$ cat src/design/bbf_pkg.sv
// ----------------------------------------------------------------------------
// bbf_pkg: shared types and constants for the blocked Bloom filter
// Sizes of the block store, request and config codes, the front-to-back
// work item and the configuration register set.
// ----------------------------------------------------------------------------
`default_nettype none

package bbf_pkg;

  localparam int MAX_BLOCKS_LOG2 = 12;
  localparam int BLK_W           = MAX_BLOCKS_LOG2;
  localparam int DEPTH           = 1 << MAX_BLOCKS_LOG2;
  localparam int WORDS           = 4;
  localparam int WORD_W          = 32;
  localparam int BLOCK_W         = WORDS * WORD_W;
  localparam int SEL_W           = 2;
  localparam int POS_W           = 5;
  localparam int HASH_W          = 64;
  localparam int SHIFT_W         = 7;
  localparam int WIDX_W          = 14;
  localparam int REQ_W           = 2;
  localparam int LOG2_W          = 4;
  localparam int COUNT_W         = 20;
  localparam int INC_W           = 6;
  localparam int CFG_IDX_W       = 3;
  localparam int QUEUE_DEPTH     = 2;
  localparam int QPTR_W          = 1;

  localparam logic [COUNT_W-1:0] COUNT_MAX = '1;

  localparam logic [REQ_W-1:0] REQ_ADD   = 2'd0;
  localparam logic [REQ_W-1:0] REQ_FIND  = 2'd1;
  localparam logic [REQ_W-1:0] REQ_MERGE = 2'd2;

  localparam logic [CFG_IDX_W-1:0] CFG_BLOCKS_LOG2 = 3'd0;
  localparam logic [CFG_IDX_W-1:0] CFG_SALT_0      = 3'd1;
  localparam logic [CFG_IDX_W-1:0] CFG_SALT_1      = 3'd2;
  localparam logic [CFG_IDX_W-1:0] CFG_SALT_2      = 3'd3;
  localparam logic [CFG_IDX_W-1:0] CFG_SALT_3      = 3'd4;

  localparam logic [LOG2_W-1:0] BLOCKS_LOG2_RESET = 4'd12;
  localparam logic [WORDS-1:0][WORD_W-1:0] SALT_RESET = {
    32'd2729912477, 32'd2284105051, 32'd1150766481, 32'd1203114875
  };

  typedef enum logic [1:0] {
    OP_ADD,
    OP_FIND,
    OP_MERGE,
    OP_NONE
  } op_t;

  typedef struct packed {
    logic [LOG2_W-1:0]             blocks_log2;
    logic [WORDS-1:0][WORD_W-1:0]  salt;
  } cfg_t;

  typedef struct packed {
    op_t                           op;
    logic [BLK_W-1:0]              blk;
    logic [WORDS-1:0][WORD_W-1:0]  mask;
    logic [SEL_W-1:0]              sel;
    logic                          error;
  } work_t;

endpackage

`default_nettype wire

$ cat src/design/bbf_req_if.sv
// ----------------------------------------------------------------------------
// bbf_req_if: request channel
// Valid/ready channel carrying one filter request item.
// ----------------------------------------------------------------------------
`default_nettype none

interface bbf_req_if;
  logic                           valid;
  logic                           ready;
  logic [bbf_pkg::REQ_W-1:0]      req_type;
  logic [bbf_pkg::HASH_W-1:0]     key_hash;
  logic [bbf_pkg::WIDX_W-1:0]     word_index;
  logic [bbf_pkg::WORD_W-1:0]     word_value;

  modport source (output valid, req_type, key_hash, word_index, word_value, input ready);
  modport sink   (input valid, req_type, key_hash, word_index, word_value, output ready);
endinterface

`default_nettype wire

$ cat src/design/bbf_front.sv
// ----------------------------------------------------------------------------
// bbf_front: request classifier
// Registers the salted products and block pick of each request, then decodes
// them into a work item (block address and 128-bit mask) for the queue.
// ----------------------------------------------------------------------------
`default_nettype none

module bbf_front (
  input  logic                clk,
  input  logic                rst,
  input  bbf_pkg::cfg_t       regs,
  input  logic                enable,
  bbf_req_if.sink             req,
  output bbf_pkg::work_t      push_data,
  output logic                push_valid,
  input  logic                push_ready
);

  logic                                 s1_valid;
  bbf_pkg::op_t                         s1_op;
  logic [bbf_pkg::BLK_W-1:0]            s1_blk;
  logic [bbf_pkg::POS_W-1:0]            s1_pos [bbf_pkg::WORDS];
  logic [bbf_pkg::WORD_W-1:0]           s1_value;
  logic [bbf_pkg::SEL_W-1:0]            s1_sel;
  logic                                 s1_error;

  logic [bbf_pkg::WORD_W-1:0]           prod [bbf_pkg::WORDS];
  logic [bbf_pkg::LOG2_W-1:0]           used_log2;
  logic [bbf_pkg::SHIFT_W-1:0]          shamt;
  logic [31:0]                          limit;
  logic                                 in_range;
  bbf_pkg::op_t                         in_op;
  logic                                 in_error;
  logic [bbf_pkg::BLK_W-1:0]            in_blk;
  logic                                 accept;

  assign req.ready = enable && (!s1_valid || push_ready);
  assign accept    = req.valid && req.ready;

  always_comb begin
    for (int w = 0; w < bbf_pkg::WORDS; w++) begin
      prod[w] = req.key_hash[bbf_pkg::WORD_W-1:0] * regs.salt[w];
    end
  end

  always_comb begin
    // clamp to the store size
    if (32'(regs.blocks_log2) > 32'(bbf_pkg::MAX_BLOCKS_LOG2)) begin
      used_log2 = bbf_pkg::LOG2_W'(bbf_pkg::MAX_BLOCKS_LOG2);
    end else begin
      used_log2 = regs.blocks_log2;
    end
    shamt    = bbf_pkg::SHIFT_W'(bbf_pkg::HASH_W) - bbf_pkg::SHIFT_W'(used_log2);
    limit    = 32'(bbf_pkg::WORDS) << used_log2;
    in_range = 32'(req.word_index) < limit;
    in_error = 1'b0;
    in_blk   = bbf_pkg::BLK_W'(req.key_hash >> shamt);
    unique case (req.req_type)
      bbf_pkg::REQ_ADD:  in_op = bbf_pkg::OP_ADD;
      bbf_pkg::REQ_FIND: in_op = bbf_pkg::OP_FIND;
      bbf_pkg::REQ_MERGE: begin
        in_blk   = bbf_pkg::BLK_W'(32'(req.word_index) >> bbf_pkg::SEL_W);
        in_op    = in_range ? bbf_pkg::OP_MERGE : bbf_pkg::OP_NONE;
        in_error = !in_range;
      end
      default: in_op = bbf_pkg::OP_NONE;
    endcase
  end

  always_ff @(posedge clk) begin
    if (rst) begin
      s1_valid <= 1'b0;
    end else begin
      if (accept) begin
        s1_valid <= 1'b1;
      end else if (push_ready) begin
        s1_valid <= 1'b0;
      end
    end
    if (accept) begin
      s1_op    <= in_op;
      s1_blk   <= in_blk;
      s1_value <= req.word_value;
      s1_sel   <= req.word_index[bbf_pkg::SEL_W-1:0];
      s1_error <= in_error;
      for (int w = 0; w < bbf_pkg::WORDS; w++) begin
        s1_pos[w] <= prod[w][bbf_pkg::WORD_W-1 -: bbf_pkg::POS_W];
      end
    end
  end

  always_comb begin
    push_data.op    = s1_op;
    push_data.blk   = s1_blk;
    push_data.sel   = s1_sel;
    push_data.error = s1_error;
    for (int w = 0; w < bbf_pkg::WORDS; w++) begin
      if (s1_op == bbf_pkg::OP_MERGE) begin
        push_data.mask[w] = (s1_sel == bbf_pkg::SEL_W'(w)) ? s1_value : '0;
      end else begin
        push_data.mask[w] = bbf_pkg::WORD_W'(1) << s1_pos[w];
      end
    end
  end

  assign push_valid = s1_valid;

endmodule

`default_nettype wire

$ cat src/flat_wrapper.sv
// flat-port wrapper written by rule: the top's interface ports become plain ports
module bbf_front_flat 
  (clk, rst, regs, enable, push_data, push_valid, push_ready, req_valid, req_req_type, req_key_hash, req_word_index, req_word_value, req_ready);
  bbf_req_if req_i ();
  input  logic clk;
  input  logic rst;
  input  bbf_pkg::cfg_t regs;
  input  logic enable;
  output bbf_pkg::work_t push_data;
  output logic push_valid;
  input  logic push_ready;
  input wire logic [$bits(req_i.valid)-1:0] req_valid;
  input wire logic [$bits(req_i.req_type)-1:0] req_req_type;
  input wire logic [$bits(req_i.key_hash)-1:0] req_key_hash;
  input wire logic [$bits(req_i.word_index)-1:0] req_word_index;
  input wire logic [$bits(req_i.word_value)-1:0] req_word_value;
  output wire logic [$bits(req_i.ready)-1:0] req_ready;
  assign req_i.valid = req_valid;
  assign req_i.req_type = req_req_type;
  assign req_i.key_hash = req_key_hash;
  assign req_i.word_index = req_word_index;
  assign req_i.word_value = req_word_value;
  assign req_ready = req_i.ready;
  bbf_front u_core (.clk(clk), .rst(rst), .regs(regs), .enable(enable), .req(req_i), .push_data(push_data), .push_valid(push_valid), .push_ready(push_ready));
endmodule
$ cat config.mk
export PLATFORM = sky130hd
export DESIGN_NAME = bbf_front_flat
export DESIGN_NICKNAME = d
export VERILOG_FILES = /design/src/design/bbf_pkg.sv /design/src/design/bbf_req_if.sv /design/src/design/bbf_front.sv /design/src/flat_wrapper.sv
export SDC_FILE = /design/constraint.sdc
export NUM_CORES = 2
export LEC_CHECK = 0
export ABC_AREA = 1
export BUFFER_PORTS_ARGS = -buffer_cell sky130_fd_sc_hd__buf_2
export CAP_MARGIN = 30
export CORE_ASPECT_RATIO = 0.6
export CORE_UTILIZATION = 51
export CTS_CLUSTER_DIAMETER = 150
export DETAILED_ROUTE_END_ITERATION = 10
export GPL_TIMING_DRIVEN = 0
export PLACE_DENSITY = 0.69
export SLEW_MARGIN = 25
export SYNTH_ARGS = -nofsm -noshare
export SYNTH_HDL_FRONTEND = slang
export SYNTH_SLANG_ARGS = --single-unit
$ cat constraint.sdc
create_clock -name clk -period 16.1 [get_ports clk]
set_input_delay 2.415 -clock clk [delete_from_list [all_inputs] [get_ports clk]]
set_output_delay 2.415 -clock clk [all_outputs]
set_load 0.02 [all_outputs]
==> out/results.ini <==
[routing]
routed_wl_mm = 359
drc_errors = 0
drt_iter0_markers = 10400
via_per_inst = 5.76
vias = 68100
dr.pass1.iters = 7
wl_per_cell_microns = 30.4
antenna_left = 0

[run_status]
status = finished clean

[floorplan]
core_sq_um = 137000
start_util_pct = 51.6
die_x_microns = 483
die_height_microns = 291
dieArea_sq_um = 140000
io_pins = 396
rows = 105

[worst_setup_path]
critPathRequiredTime_ns = 16.16
crit_type = in -> reg
cp_max_fo = 10
crit_slowest_cell = buf_1
worstSetupStartpointType = primary input
slowest_delay_ns = 0.89
arrival_ns = 11.67
cp-end-kind = flip-flop
path_common_cell = fa_1

[layout]
fill_cells = 13200
drive_above_1_share_pct = 7.17
syn2layout_area_growth_pct = 9.14
fin_area_sq_um = 77200
final_nets = 12300

[synth]
synth.avg_cell_area_sq_um = 7.43
ys_seq_elements = 70
syn_nets = 11900
synth_area_sq_um = 70800
synth_edf_count = 69
ys_seq_area_share_pct = 2.96
yosysWarningCount = 0
synthCells = 9525
synthFlopType = edfxtp_1
synth.distinct_cells = 55
async_flop_share_pct = 0

[clock_tree]
post_cts_buffers = 0
clk_pin_slew_ns = 0.07
cts_tree = built
numCtsBuffers = 9
clk_path_buf_depth = 2
hold_buffers = 0
clkSinkCount = 70
clkLatencyLatePin_ns = 0.38
cts_root_buffer = clkbuf_16
htreeDepth = 3
cts_resized = 0

[sta]
slew_headroom_pct = 19.4
fin_crit_ns = 11.61
fin_skew_ns = 0.00973
period_share_pct = 72.1
grt_setup_unrepaired = false
finalSetupTns_ns = 0
finalMaxSlewViolations = 0
hold_viol = 0
worst_slew_pin_slew_ns = 1.21
max_freq_ghz = 0.0862
finalSetupViolations = 0

[grt]
grt_usage_pct = 51.5
first_global_vias = 65800
overflow = 0
antenna_found_initial = 65
grt_pass1_wl_mm = 496
grt_max_degree = 15

[placement]
dpl.hpwl_mm = 302
port_buffers = 322
dpl_cell_area_sq_um = 76800
place.gp.congestion = 1.10

[flow_run]
maxCapViolCount = 0

[min_path]
hold_path.class = reg -> reg

-- flip-flops by register name, indices dropped and copies added, names as in the netlist --
register and count:
u_core.push_valid 1, u_core.s1_pos 20, u_core.s1_blk 12, u_core.s1_error 1
u_core.s1_value 32, u_core.s1_op 2, u_core.s1_sel 2
-- cells in the final DEF (no fill, tap or decap), types with 21 or more instances in the layout --
cell	instances
ha_1	498
nor2_1	101
diode_2	48
o21ai_1	37
buf_1	61
buf_4	26
nor3_1	29
a21oi_1	128
nand4_1	84
o22ai_1	129
clkbuf_2	108
xnor2_1	45
edfxtp_1	69
clkbuf_1	200
nand2_1	2814
buf_2	436
o21ai_0	71
nand3b_1	23
inv_1	2994
o211ai_1	21
nand3_1	179
buf_16	46
xor2_1	53
fa_1	1628
-- layout make-up --
type,count,area (sq um),share of cell area [%]
inverter,3003,11300,14.6
clock inverter,7,103,0.133
antenna,48,120,0.156
sequential,70,2090,2.71
clock buffer,9,225,0.292
timing repair buffer,412,3510,4.55
buffer,508,2290,2.97
multi-input combinational,5944,55300,71.7
tap,1819,2280,2.95
-- final timing paths --
kind	startpoint	end	slack (ns)	cells after the start
max reg2reg	u_core.push_valid	u_core.s1_pos[0][1]	13.60	8
max	req_key_hash[7]	u_core.s1_pos[3][1]	4.49	25
min reg2reg	u_core.push_valid	u_core.push_valid	0.65	4
min	u_core.push_valid	u_core.push_valid	0.65	4
-- Yosys cell counts, types with 3 or more instances --
cell type / count / area (sq um)
nor2_1: 102 / 383
or2_1: 4 / 25.0
o21bai_1: 7 / 52.6
nor4_1: 7 / 43.8
edfxtp_1: 69 / 2070
o21ai_0: 71 / 355
o2111ai_1: 3 / 26.3
a211oi_1: 6 / 45.0
nor2_2: 5 / 31.3
buf_2: 56 / 280
nand3b_1: 23 / 173
xnor2_1: 45 / 394
mux2i_1: 3 / 30.0
nand2_1: 2814 / 10600
o22ai_1: 129 / 807
a21o_1: 12 / 90.1
or2_2: 6 / 37.5
o21ai_2: 4 / 35.0
o311ai_1: 4 / 35.0
nand3_1: 179 / 896
o221ai_1: 4 / 35.0
a21oi_1: 128 / 641
o211ai_1: 21 / 158
nor3_1: 29 / 145
buf_4: 21 / 158
a32o_1: 3 / 30.0
buf_6: 4 / 45.0
fa_1: 1628 / 32600
a22o_1: 3 / 26.3
buf_1: 119 / 447
nand4_1: 84 / 526
o21ai_1: 37 / 185
a31oi_1: 4 / 25.0
inv_2: 8 / 30.0
xor2_1: 56 / 490
clkbuf_2: 6 / 30.0
clkbuf_1: 302 / 1130
nand2_2: 5 / 31.3
inv_1: 2994 / 11200
ha_1: 498 / 6230
-- layer usage --
| layer | up-vias | share of wire, % | track usage [%] | wire length (microns) |
|---|---|---|---|---|
| li1 | 27700 | - | - | - |
| met4 | 70 | 6.3 | 25.3 | 22600 |
| met1 | 33400 | 39 | 71.3 | 139000 |
| met5 | - | 0.17 | 1.09 | 620 |
| met3 | 1011 | 20 | 30.9 | 72400 |
| met2 | 5877 | 35 | 61.4 | 125000 |
-- stage by stage --
stage | worst slack, ns | hold slack, ns | utilization, % | std cells
2_1_floorplan | 7.26 | 0.672 | - | 9525
3_3_place_gp | 2.80 | 0.584 | 54.4 | 11700
3_5_place_dp | 4.79 | 0.630 | 56.0 | 11800
4_1_cts | 5.12 | 0.641 | 56.2 | 11800
5_1_grt | 4.64 | 0.664 | 56.2 | 11800
6_report | 4.49 | 0.648 | 56.3 | 11800
-- logic make-up (layout without fill, tap and decap cells) --
family,count (synthesis),after routing,share of synthesized area [%]
AOI/OAI and AO/OA,447,447,3.73
xor gates and xnor gates,102,102,1.27
adders and majority gates,2126,2126,54.9
buffers and inverters,3511,3939,18.9
DFF,70,70,2.96
muxes,3,3,0.0424
other,0,48,0
and+or+nand+nor,3266,3266,18.3
-- critical path, delay by kind of cell --
| family | cells | cell delay, ns |
|---|---|---|
| fa+ha+maj | 9 | 4.68 |
| xor+xnor | 1 | 0.70 |
| buf+inv | 8 | 2.65 |
| compound gates | 3 | 0.35 |
| simple gates | 4 | 0.82 |
Power is left out: the tool's default activity adds up to more than one toggle a clock period on the data nets, which glitch-free logic cannot reach.
