`src/design/bbf_pkg.sv`:
```
// ----------------------------------------------------------------------------
// bbf_pkg: shared types and constants for the blocked Bloom filter
// Sizes of the block store, request and config codes, the front-to-back
// work item and the configuration register set.
// ----------------------------------------------------------------------------
`default_nettype none

package bbf_pkg;

  localparam int MAX_BLOCKS_LOG2 = 12;
  localparam int BLK_W           = MAX_BLOCKS_LOG2;
  localparam int DEPTH           = 1 << MAX_BLOCKS_LOG2;
  localparam int WORDS           = 4;
  localparam int WORD_W          = 32;
  localparam int BLOCK_W         = WORDS * WORD_W;
  localparam int SEL_W           = 2;
  localparam int POS_W           = 5;
  localparam int HASH_W          = 64;
  localparam int SHIFT_W         = 7;
  localparam int WIDX_W          = 14;
  localparam int REQ_W           = 2;
  localparam int LOG2_W          = 4;
  localparam int COUNT_W         = 20;
  localparam int INC_W           = 6;
  localparam int CFG_IDX_W       = 3;
  localparam int QUEUE_DEPTH     = 2;
  localparam int QPTR_W          = 1;

  localparam logic [COUNT_W-1:0] COUNT_MAX = '1;

  localparam logic [REQ_W-1:0] REQ_ADD   = 2'd0;
  localparam logic [REQ_W-1:0] REQ_FIND  = 2'd1;
  localparam logic [REQ_W-1:0] REQ_MERGE = 2'd2;

  localparam logic [CFG_IDX_W-1:0] CFG_BLOCKS_LOG2 = 3'd0;
  localparam logic [CFG_IDX_W-1:0] CFG_SALT_0      = 3'd1;
  localparam logic [CFG_IDX_W-1:0] CFG_SALT_1      = 3'd2;
  localparam logic [CFG_IDX_W-1:0] CFG_SALT_2      = 3'd3;
  localparam logic [CFG_IDX_W-1:0] CFG_SALT_3      = 3'd4;

  localparam logic [LOG2_W-1:0] BLOCKS_LOG2_RESET = 4'd12;
  localparam logic [WORDS-1:0][WORD_W-1:0] SALT_RESET = {
    32'd2729912477, 32'd2284105051, 32'd1150766481, 32'd1203114875
  };

  typedef enum logic [1:0] {
    OP_ADD,
    OP_FIND,
    OP_MERGE,
    OP_NONE
  } op_t;

  typedef struct packed {
    logic [LOG2_W-1:0]             blocks_log2;
    logic [WORDS-1:0][WORD_W-1:0]  salt;
  } cfg_t;

  typedef struct packed {
    op_t                           op;
    logic [BLK_W-1:0]              blk;
    logic [WORDS-1:0][WORD_W-1:0]  mask;
    logic [SEL_W-1:0]              sel;
    logic                          error;
  } work_t;

endpackage

`default_nettype wire

```
`src/design/bbf_queue.sv`:
```
// ----------------------------------------------------------------------------
// bbf_queue: work queue
// Short FIFO of classified work items between the front and the back.
// ----------------------------------------------------------------------------
`default_nettype none

module bbf_queue (
  input  logic                clk,
  input  logic                rst,
  input  bbf_pkg::work_t      push_data,
  input  logic                push_valid,
  output logic                push_ready,
  output bbf_pkg::work_t      pop_data,
  output logic                pop_valid,
  input  logic                pop_ready
);

  bbf_pkg::work_t                 entries [bbf_pkg::QUEUE_DEPTH];
  logic [bbf_pkg::QPTR_W-1:0]     wr_ptr;
  logic [bbf_pkg::QPTR_W-1:0]     rd_ptr;
  logic [bbf_pkg::QPTR_W:0]       fill;
  logic                           push;
  logic                           pop;

  assign push_ready = fill != (bbf_pkg::QPTR_W+1)'(bbf_pkg::QUEUE_DEPTH);
  assign pop_valid  = fill != '0;
  assign pop_data   = entries[rd_ptr];
  assign push       = push_valid && push_ready;
  assign pop        = pop_valid && pop_ready;

  always_ff @(posedge clk) begin
    if (rst) begin
      wr_ptr <= '0;
      rd_ptr <= '0;
      fill   <= '0;
    end else begin
      if (push) begin
        wr_ptr <= wr_ptr + 1'b1;
      end
      if (pop) begin
        rd_ptr <= rd_ptr + 1'b1;
      end
      if (push && !pop) begin
        fill <= fill + 1'b1;
      end else if (pop && !push) begin
        fill <= fill - 1'b1;
      end
    end
    if (push) begin
      entries[wr_ptr] <= push_data;
    end
  end

endmodule

`default_nettype wire

```
`config.mk`:
```
export PLATFORM = sky130hd
export DESIGN_NAME = bbf_queue
export DESIGN_NICKNAME = d
export VERILOG_FILES = /design/src/design/bbf_pkg.sv /design/src/design/bbf_queue.sv
export SDC_FILE = /design/constraint.sdc
export NUM_CORES = 1
export LEC_CHECK = 0
export BUFFER_PORTS_ARGS = -buffer_cell sky130_fd_sc_hd__buf_2
export CAP_MARGIN = 0
export CORE_ASPECT_RATIO = 1.25
export CORE_UTILIZATION = 56
export DETAILED_ROUTE_END_ITERATION = 16
export PLACE_DENSITY = 0.91
export SYNTH_ARGS = -nofsm -noshare
export SYNTH_HDL_FRONTEND = slang
export SYNTH_SLANG_ARGS = --single-unit
```
`constraint.sdc`:
```
create_clock -name clk -period 11.2 [get_ports clk]
set_input_delay 0.56 -clock clk [delete_from_list [all_inputs] [get_ports clk]]
set_output_delay 0.56 -clock clk [all_outputs]
set_load 0.01 [all_outputs]
```
==> results of run 1 <==
flip-flops by register name, summed over array words and instances (netlist names), named ones only:
signal,flops
entries,290
rd_ptr,1
wr_ptr,1
fill,2
routing by layer:
layer / track usage (%) / share of wire, %
met5: 0 / 0.12
met4: 6.83 / 2.5
met3: 5.75 / 8.2
met2: 36.3 / 54
met1: 20.7 / 35
worst reg2reg max path, stage by stage, from the launching register on:
cell and delay, ns:
dfxtp_1 0.42, nand2b_1 0.23, and3_4 0.94, buf_4 0.87
final cells by class:
cell class / count / area (µm²) / share of cell area (%)
Sequential cell: 295 / 8810 / 65.7
Inverter: 1 / 8.76 / 0.0653
Multi-Input combinational cell: 163 / 1940 / 14.5
Clock inverter: 18 / 146 / 1.09
Antenna cell: 3 / 7.51 / 0.0560
Timing Repair Buffer: 299 / 1510 / 11.2
Clock buffer: 31 / 691 / 5.15
Tap cell: 232 / 290 / 2.17
worst max-delay path by stage:
stage,startpoint,cells after the start,to
CTS,flip-flop,3,pop_data[45]
floorplan,fill[0],2,entries[1][0]
global route,flip-flop,3,pop_data[45]
finish,flip-flop,3,pop_data[135]
detailed placement,push_valid,3,entries[1][81]
global placement,push_valid,3,entries[1][76]
stage by stage:
step | power, mW | setup WS [ns] | std cells
after floorplan | 1.94 | 6.66 | 475
after global placement | 2.16 | 8.30 | 990
after detailed placement | 2.19 | 8.28 | 990
after CTS | 3.04 | 7.87 | 1039
after global routing | 3.14 | 7.77 | 1041
final | 3.01 | 7.91 | 1042
synth_stat cells:
cell type / instances / share of area [%]
or3_1: 1 / 0.058
or2_2: 1 / 0.058
nand3b_1: 1 / 0.069
and2_1: 1 / 0.058
a21bo_2: 1 / 0.092
mux2_2: 95 / 9.8
nor2_1: 3 / 0.10
o21ai_0: 2 / 0.092
mux2_4: 50 / 6.9
a21oi_1: 2 / 0.092
ha_1: 1 / 0.12
xor2_1: 3 / 0.24
buf_2: 9 / 0.41
edfxtp_1: 290 / 80
dfxtp_1: 5 / 0.92
nand2b_1: 1 / 0.058
and3_1: 1 / 0.058
inv_1: 1 / 0.034
buf_6: 7 / 0.72
cell usage in the layout, fill, tap and decap left out, drive strengths merged:
cell      Yosys  layout
or2           1       1
bufinv        0       2
a21oi         2       2
dfxtp         5       5
or3           1       1
nor2          3       3
nand3b        1       1
diode         0       3
nand2b        1       1
and2          1       1
inv           1       1
edfxtp      290     290
a21bo         1       1
mux2        145     145
o21ai         2       2
clkinvlp      0       5
clkbuf        0      31
buf          16     299
and3          1       1
xor2          3       3
ha            1       1
clkinv        0      11
power breakdown:
group | internal, mW | total (mW) | switching (mW)
Combinational | 0.350 | 0.716 | 0.366
Sequential | 1.38 | 1.44 | 0.0567
Clock | 0.488 | 0.859 | 0.371
Total | 2.22 | 3.01 | 0.794
cell families (layout without fill, tap and decap cells):
group	Yosys count	count (layout)	share of synthesized area, %
AO/OA/AOI/OAI	5	5	0.276
buffers and inverters	17	349	1.17
AND/OR/NAND/NOR	9	9	0.460
multiplexers	145	145	16.7
other	0	3	0
adder cells (fa/ha/maj)	1	1	0.115
XOR/XNOR	3	3	0.242
flip-flops	295	295	81.0
==> impl_metrics.prom, run 1 <==
# TYPE chip_impl_metric gauge
chip_impl_metric{name="grt_max_degree",unit=""} 93
chip_impl_metric{name="final_nets",unit=""} 937
chip_impl_metric{name="clock_path_buffers",unit=""} 3
chip_impl_metric{name="final_hold_viol_count",unit=""} 0
chip_impl_metric{name="sequential_element_share_of_the_synthesized_area",unit="%"} 81.0
chip_impl_metric{name="die_area",unit="µm²"} 20000
chip_impl_metric{name="hold_depth",unit=""} 1
chip_impl_metric{name="synth.ff_latch_count",unit=""} 295
chip_impl_metric{name="grt_overflow",unit=""} 0
chip_impl_metric{name="yosysWarningCount",unit=""} 0
chip_impl_info{name="worst_r2r_startpoint",value="fill[0]"} 1
chip_impl_info{name="min-delay-path-class",value="in2reg"} 1
chip_impl_metric{name="start_util",unit="%"} 57.5
chip_impl_metric{name="slew_violations",unit=""} 0
chip_impl_metric{name="core-area",unit="µm²"} 18900
chip_impl_metric{name="groute.usage.overall",unit="%"} 19.4
chip_impl_metric{name="fp.dieW",unit="µm"} 127
chip_impl_metric{name="max-vdd-ir-drop",unit="µV"} 224
chip_impl_metric{name="timing.critical_path.arrival",unit="ns"} 2.73
chip_impl_info{name="crit_path_cell_trace",value="buf_4 -> mux2_2 -> buf_2"} 1
chip_impl_metric{name="path_max_fanout",unit=""} 63
chip_impl_info{name="critical_path.reg2reg.endpoint",value="entries[1][80]"} 1
chip_impl_info{name="min_from",value="push_data[6]"} 1
chip_impl_metric{name="power_per_cell_area",unit="nW/µm²"} 225
chip_impl_info{name="critical_path.startpoint_type",value="flip-flop"} 1
chip_impl_metric{name="via_per_inst",unit=""} 5.27
chip_impl_info{name="endpoint_kind",value="primary output"} 1
chip_impl_metric{name="hold_ws",unit="ns"} 0.222
chip_impl_metric{name="place.detailed.hpwl",unit="µm"} 13300
chip_impl_metric{name="resized_after_cts",unit=""} 0
chip_impl_info{name="hold_path_end",value="entries[0][6]"} 1
chip_impl_metric{name="fin_crit",unit="ns"} 3.29
chip_impl_metric{name="fillerInstances",unit=""} 1184
chip_impl_metric{name="dpl-instance-area",unit="µm²"} 12600
chip_impl_metric{name="die_height",unit="µm"} 158
chip_impl_metric{name="post-route-period-util",unit="%"} 29.4
chip_impl_metric{name="antenna_violating_nets_post_route",unit=""} 0
chip_impl_metric{name="antenna_found_initial",unit=""} 4
chip_impl_metric{name="postCtsSetupRepairBufs",unit=""} 0
chip_impl_metric{name="synthToLayoutAreaGrowth",unit="%"} 23.3
chip_impl_info{name="status",value="finished clean"} 1
chip_impl_metric{name="syn_nets",unit=""} 625
chip_impl_metric{name="layout-drive-gt1-share",unit="%"} 60.6
chip_impl_metric{name="ios",unit=""} 296
chip_impl_metric{name="cellLeakagePower",unit="nW"} 5.09
chip_impl_metric{name="drt-initial-drc-count",unit=""} 291
chip_impl_info{name="unrepaired_setup_endpoints_after_global_routing",value="false"} 1
chip_impl_metric{name="rr_worst_depth",unit=""} 3
chip_impl_metric{name="placementRows",unit=""} 56
chip_impl_metric{name="worstSkewPairLatency",unit="ns"} 0.52
chip_impl_metric{name="first_pass_grt_wire_length",unit="µm"} 29200
chip_impl_metric{name="synth.lib_cells_used.distinct",unit=""} 19
chip_impl_metric{name="detailroute.via_count",unit=""} 5487
chip_impl_metric{name="grt_pass1_vias",unit=""} 5685
chip_impl_info{name="worst-setup-path-type",value="reg2out"} 1
chip_impl_info{name="clock-root-buffer",value="clkbuf_16"} 1
chip_impl_metric{name="totalWireLength",unit="µm"} 19900
chip_impl_metric{name="fin_util",unit="%"} 70.9
chip_impl_metric{name="drc_errors",unit=""} 0
chip_impl_metric{name="tightestPinTransition",unit="ns"} 1.10
chip_impl_metric{name="worst-r2r-setup-slack",unit="ns"} 8.32
chip_impl_metric{name="cts_hold_buffers",unit=""} 0
chip_impl_metric{name="first_pass_iters",unit=""} 4
chip_impl_metric{name="cts_max_level",unit=""} 1
chip_impl_metric{name="netlist_instances",unit=""} 475
chip_impl_metric{name="totalNegativeSetupSlack",unit="ns"} 0
chip_impl_metric{name="fin_worst_skew",unit="ns"} 0.0158
chip_impl_info{name="timing.critical_path.slowest_stage_cell",value="buf_4"} 1
chip_impl_metric{name="mappedNetlistArea",unit="µm²"} 10900
chip_impl_metric{name="critical-path-max-stage-delay",unit="ns"} 0.80
chip_impl_metric{name="syn-mean-instance-area",unit="µm²"} 22.9
chip_impl_info{name="clock_tree_from_tritoncts",value="done"} 1
chip_impl_metric{name="drv.max_cap_violation_count",unit=""} 0
chip_impl_metric{name="cts.sink_count",unit=""} 295
chip_impl_metric{name="max_clock_freq",unit="MHz"} 304
chip_impl_metric{name="clock_slew_at_reported_path_ffs",unit="ns"} 0.06
chip_impl_metric{name="crit_buf_inv",unit=""} 2
chip_impl_metric{name="port_buffers",unit=""} 295
chip_impl_metric{name="worstPathRequired",unit="ns"} 10.64
chip_impl_info{name="top_family_by_delay_on_critical_path",value="buffers and inverters"} 1
chip_impl_metric{name="wl_per_cell",unit="µm"} 19.1
chip_impl_metric{name="routabilityCongestion",unit=""} 0.726
chip_impl_metric{name="design_area",unit="µm²"} 13400
chip_impl_metric{name="maxSlewHeadroom",unit="%"} 26.9
chip_impl_metric{name="total_clock_buffers_created_by_cts",unit=""} 27
chip_impl_metric{name="final-setup-viol-count",unit=""} 0
Note: power is estimated with default switching activity, not from simulation.
==> inputs of run 2 (changes only) <==
Settings changed: CORE_UTILIZATION 56 to 52, PLACE_DENSITY 0.91 to 0.86.
Clock period 11.2 ns to 3.1 ns, I/O delays scaled along.
==> run 2 against run 1 <==
  * Routed wire length rose by 19%
  * Clock power rose to 3.5 times the previous value
  * Sequential share of layout area fell by 6.7 points
  * Clock skew shrank 0.0053 ns
  * Die area is 7.6% higher
  * Cell count is 17% higher
  * Worst setup slack got worse by 6.9 ns
  * Flip-flop and latch count unchanged
  * Register-to-register slack lost 7.3 ns
  * Highest routed layer is now met4
==> impl_metrics.prom, run 2 (synthesized netlist as in run 1, its figures left out) <==
# TYPE chip_impl_metric gauge
chip_impl_metric{name="wl_per_cell",unit="µm"} 19.5
chip_impl_metric{name="fin_worst_skew",unit="ns"} 0.0105
chip_impl_info{name="clock-root-buffer",value="clkbuf_16"} 1
chip_impl_metric{name="maxSlewHeadroom",unit="%"} 36.9
chip_impl_metric{name="post-route-period-util",unit="%"} 68.7
chip_impl_metric{name="totalNegativeSetupSlack",unit="ns"} 0
chip_impl_metric{name="totalWireLength",unit="µm"} 23700
chip_impl_metric{name="cellLeakagePower",unit="nW"} 5.70
chip_impl_metric{name="worstPathRequired",unit="ns"} 3.23
chip_impl_info{name="endpoint_kind",value="flip-flop"} 1
chip_impl_metric{name="place.detailed.hpwl",unit="µm"} 12400
chip_impl_metric{name="first_pass_iters",unit=""} 4
chip_impl_info{name="unrepaired_setup_endpoints_after_global_routing",value="false"} 1
chip_impl_metric{name="cts.sink_count",unit=""} 295
chip_impl_metric{name="fin_crit",unit="ns"} 2.13
chip_impl_metric{name="design_power_total",unit="mW"} 11.0
chip_impl_metric{name="first_pass_grt_wire_length",unit="µm"} 35900
chip_impl_metric{name="antenna_found_initial",unit=""} 2
chip_impl_metric{name="placementRows",unit=""} 58
chip_impl_metric{name="die_height",unit="µm"} 164
chip_impl_metric{name="power_per_cell_area",unit="nW/µm²"} 739
chip_impl_info{name="status",value="finished clean"} 1
chip_impl_metric{name="max-vdd-ir-drop",unit="µV"} 566
chip_impl_metric{name="worstSkewPairLatency",unit="ns"} 0.52
chip_impl_metric{name="cts_max_level",unit=""} 1
chip_impl_metric{name="clkPwrFrac",unit="%"} 27.0
chip_impl_metric{name="synthToLayoutAreaGrowth",unit="%"} 37.2
chip_impl_metric{name="final_hold_viol_count",unit=""} 0
chip_impl_info{name="reg.largest.list",value="entries x290, fill x2"} 1
chip_impl_info{name="worst-setup-path-type",value="reg2reg"} 1
chip_impl_metric{name="clock_path_buffers",unit=""} 3
chip_impl_metric{name="timing.critical_path.arrival",unit="ns"} 2.26
chip_impl_metric{name="drt-initial-drc-count",unit=""} 449
chip_impl_metric{name="power.internal",unit="mW"} 8.08
chip_impl_metric{name="grt_max_degree",unit=""} 136
chip_impl_metric{name="fp.dieW",unit="µm"} 131
chip_impl_info{name="critical_path.startpoint_type",value="flip-flop"} 1
chip_impl_info{name="min-delay-path-class",value="in2reg"} 1
chip_impl_metric{name="proportion_of_power_drawn_by_flip_flops_and_latches",unit="%"} 46.5
chip_impl_metric{name="slew_violations",unit=""} 0
chip_impl_metric{name="final_nets",unit=""} 1085
chip_impl_metric{name="fillerInstances",unit=""} 1164
chip_impl_metric{name="die_area",unit="µm²"} 21500
chip_impl_metric{name="max_clock_freq",unit="MHz"} 470
chip_impl_metric{name="via_per_inst",unit=""} 5.10
chip_impl_metric{name="final-setup-viol-count",unit=""} 0
chip_impl_metric{name="postCtsSetupRepairBufs",unit=""} 0
chip_impl_info{name="mostFrequentLayoutCells",value="buf_2 (295), edfxtp_1 (290), dlygate4sd3_1 (147)"} 1
chip_impl_metric{name="path_max_fanout",unit=""} 135
chip_impl_metric{name="netSwitchingFraction",unit="%"} 26.8
chip_impl_metric{name="total_clock_buffers_created_by_cts",unit=""} 27
chip_impl_metric{name="flip_flop_count_of_the_largest_register_all_copies_and_words_added",unit=""} 290
chip_impl_metric{name="core-area",unit="µm²"} 20300
chip_impl_metric{name="groute.usage.overall",unit="%"} 21.9
chip_impl_metric{name="detailroute.via_count",unit=""} 6208
chip_impl_metric{name="grt_pass1_vias",unit=""} 6852
chip_impl_metric{name="drv.max_cap_violation_count",unit=""} 0
chip_impl_metric{name="tightestPinTransition",unit="ns"} 0.946
chip_impl_metric{name="antenna_violating_nets_post_route",unit=""} 0
chip_impl_metric{name="ios",unit=""} 296
chip_impl_metric{name="post_layout_nonfiller_instances",unit=""} 1218
chip_impl_metric{name="share_comb_of_total_power",unit="%"} 26.5
chip_impl_metric{name="routabilityCongestion",unit=""} 0.722
chip_impl_metric{name="grt_overflow",unit=""} 0
chip_impl_metric{name="layout-drive-gt1-share",unit="%"} 51.1
chip_impl_info{name="clock_tree_from_tritoncts",value="done"} 1
chip_impl_info{name="most_common_cell_after_layout_fill_and_taps_aside",value="buf_2"} 1
chip_impl_metric{name="clock_slew_at_reported_path_ffs",unit="ns"} 0.06
chip_impl_metric{name="place_inst",unit=""} 1029
chip_impl_info{name="largest_register",value="entries"} 1
chip_impl_metric{name="netSwitchingPower",unit="mW"} 2.96
chip_impl_metric{name="port_buffers",unit=""} 295
chip_impl_metric{name="drc_errors",unit=""} 0
chip_impl_metric{name="start_util",unit="%"} 53.5
[run 2: changes by cell type in the layout (fill, tap and decap cells not counted), sizes merged]
cell,before,now
dlygate4sd3,0,147
clkinv,11,7
clkinvlp,5,1
buf,299,300
bufinv,2,1
clkbuf,31,32
diode,3,2
inv,1,0
[run 2: final timing paths]
path / from / to / slack [ns] / cells past startpoint
worst max register to register: fill[0] / entries[0][5] / 0.97 / 4
worst max-delay path: fill[0] / entries[0][5] / 0.97 / 4
worst min-delay path: pop_ready / flip-flop / 0.13 / 4
worst min register to register: rd_ptr / flip-flop / 0.51 / 2
[run 2: per-layer routing]
layer | vias up | GRT usage, % | wire length, µm
li1 | 2806 | - | -
met5 | - | 0 | 0
met4 | 0 | 9.36 | 796
met3 | 61 | 4.35 | 1370
met2 | 269 | 42.2 | 13200
met1 | 3072 | 23.1 | 8330
[run 2: power groups by stage]
stage / Sequential, mW / Combinational, mW / Clock (mW)
5_1_grt: 5.17 / 3.10 / 3.19
3_3_place_gp: 5.16 / 2.69 / 0
2_1_floorplan: 5.19 / 1.80 / 0
4_1_cts: 5.12 / 2.90 / 3.01
6_report: 5.14 / 2.92 / 2.98
3_5_place_dp: 5.20 / 2.73 / 0
[run 2: final cells by class]
class	count	area [µm²]	share of cell area, %
flip-flops and latches	295	8810	59.1
clock inverters	8	63.8	0.428
well taps	270	338	2.26
clock buffers	32	694	4.65
repair buffers	447	3050	20.4
diodes	2	5.00	0.0335
inverters	1	7.51	0.0503
multi-input cells	163	1950	13.1
[run 2: repair_timing]
action / in CTS / in global routing
resized for setup: 0 / 0
hold endpoints to repair: 295 / 0
hold buffers: 147 / 0
[run 2: worst max-delay path, stage by stage, from the launching register on]
cell and delay, ns:
dfxtp_2 0.39, nand2b_4 0.18, nand3b_1 0.14, clkinvlp_4 0.26, buf_12 0.47
[run 2: through the flow]
stage          setup WS, ns  utilization, %  hold WS, ns  instance area [µm²]
4_1_cts                1.01            73.4       0.0847                14900
3_5_place_dp           1.11            62.4        0.346                12700
5_1_grt               0.955            73.4        0.200                14900
3_3_place_gp           1.17            62.4        0.342                12700
6_report              0.972            73.4        0.132                14900
2_1_floorplan       -0.0804               -        0.220                10900
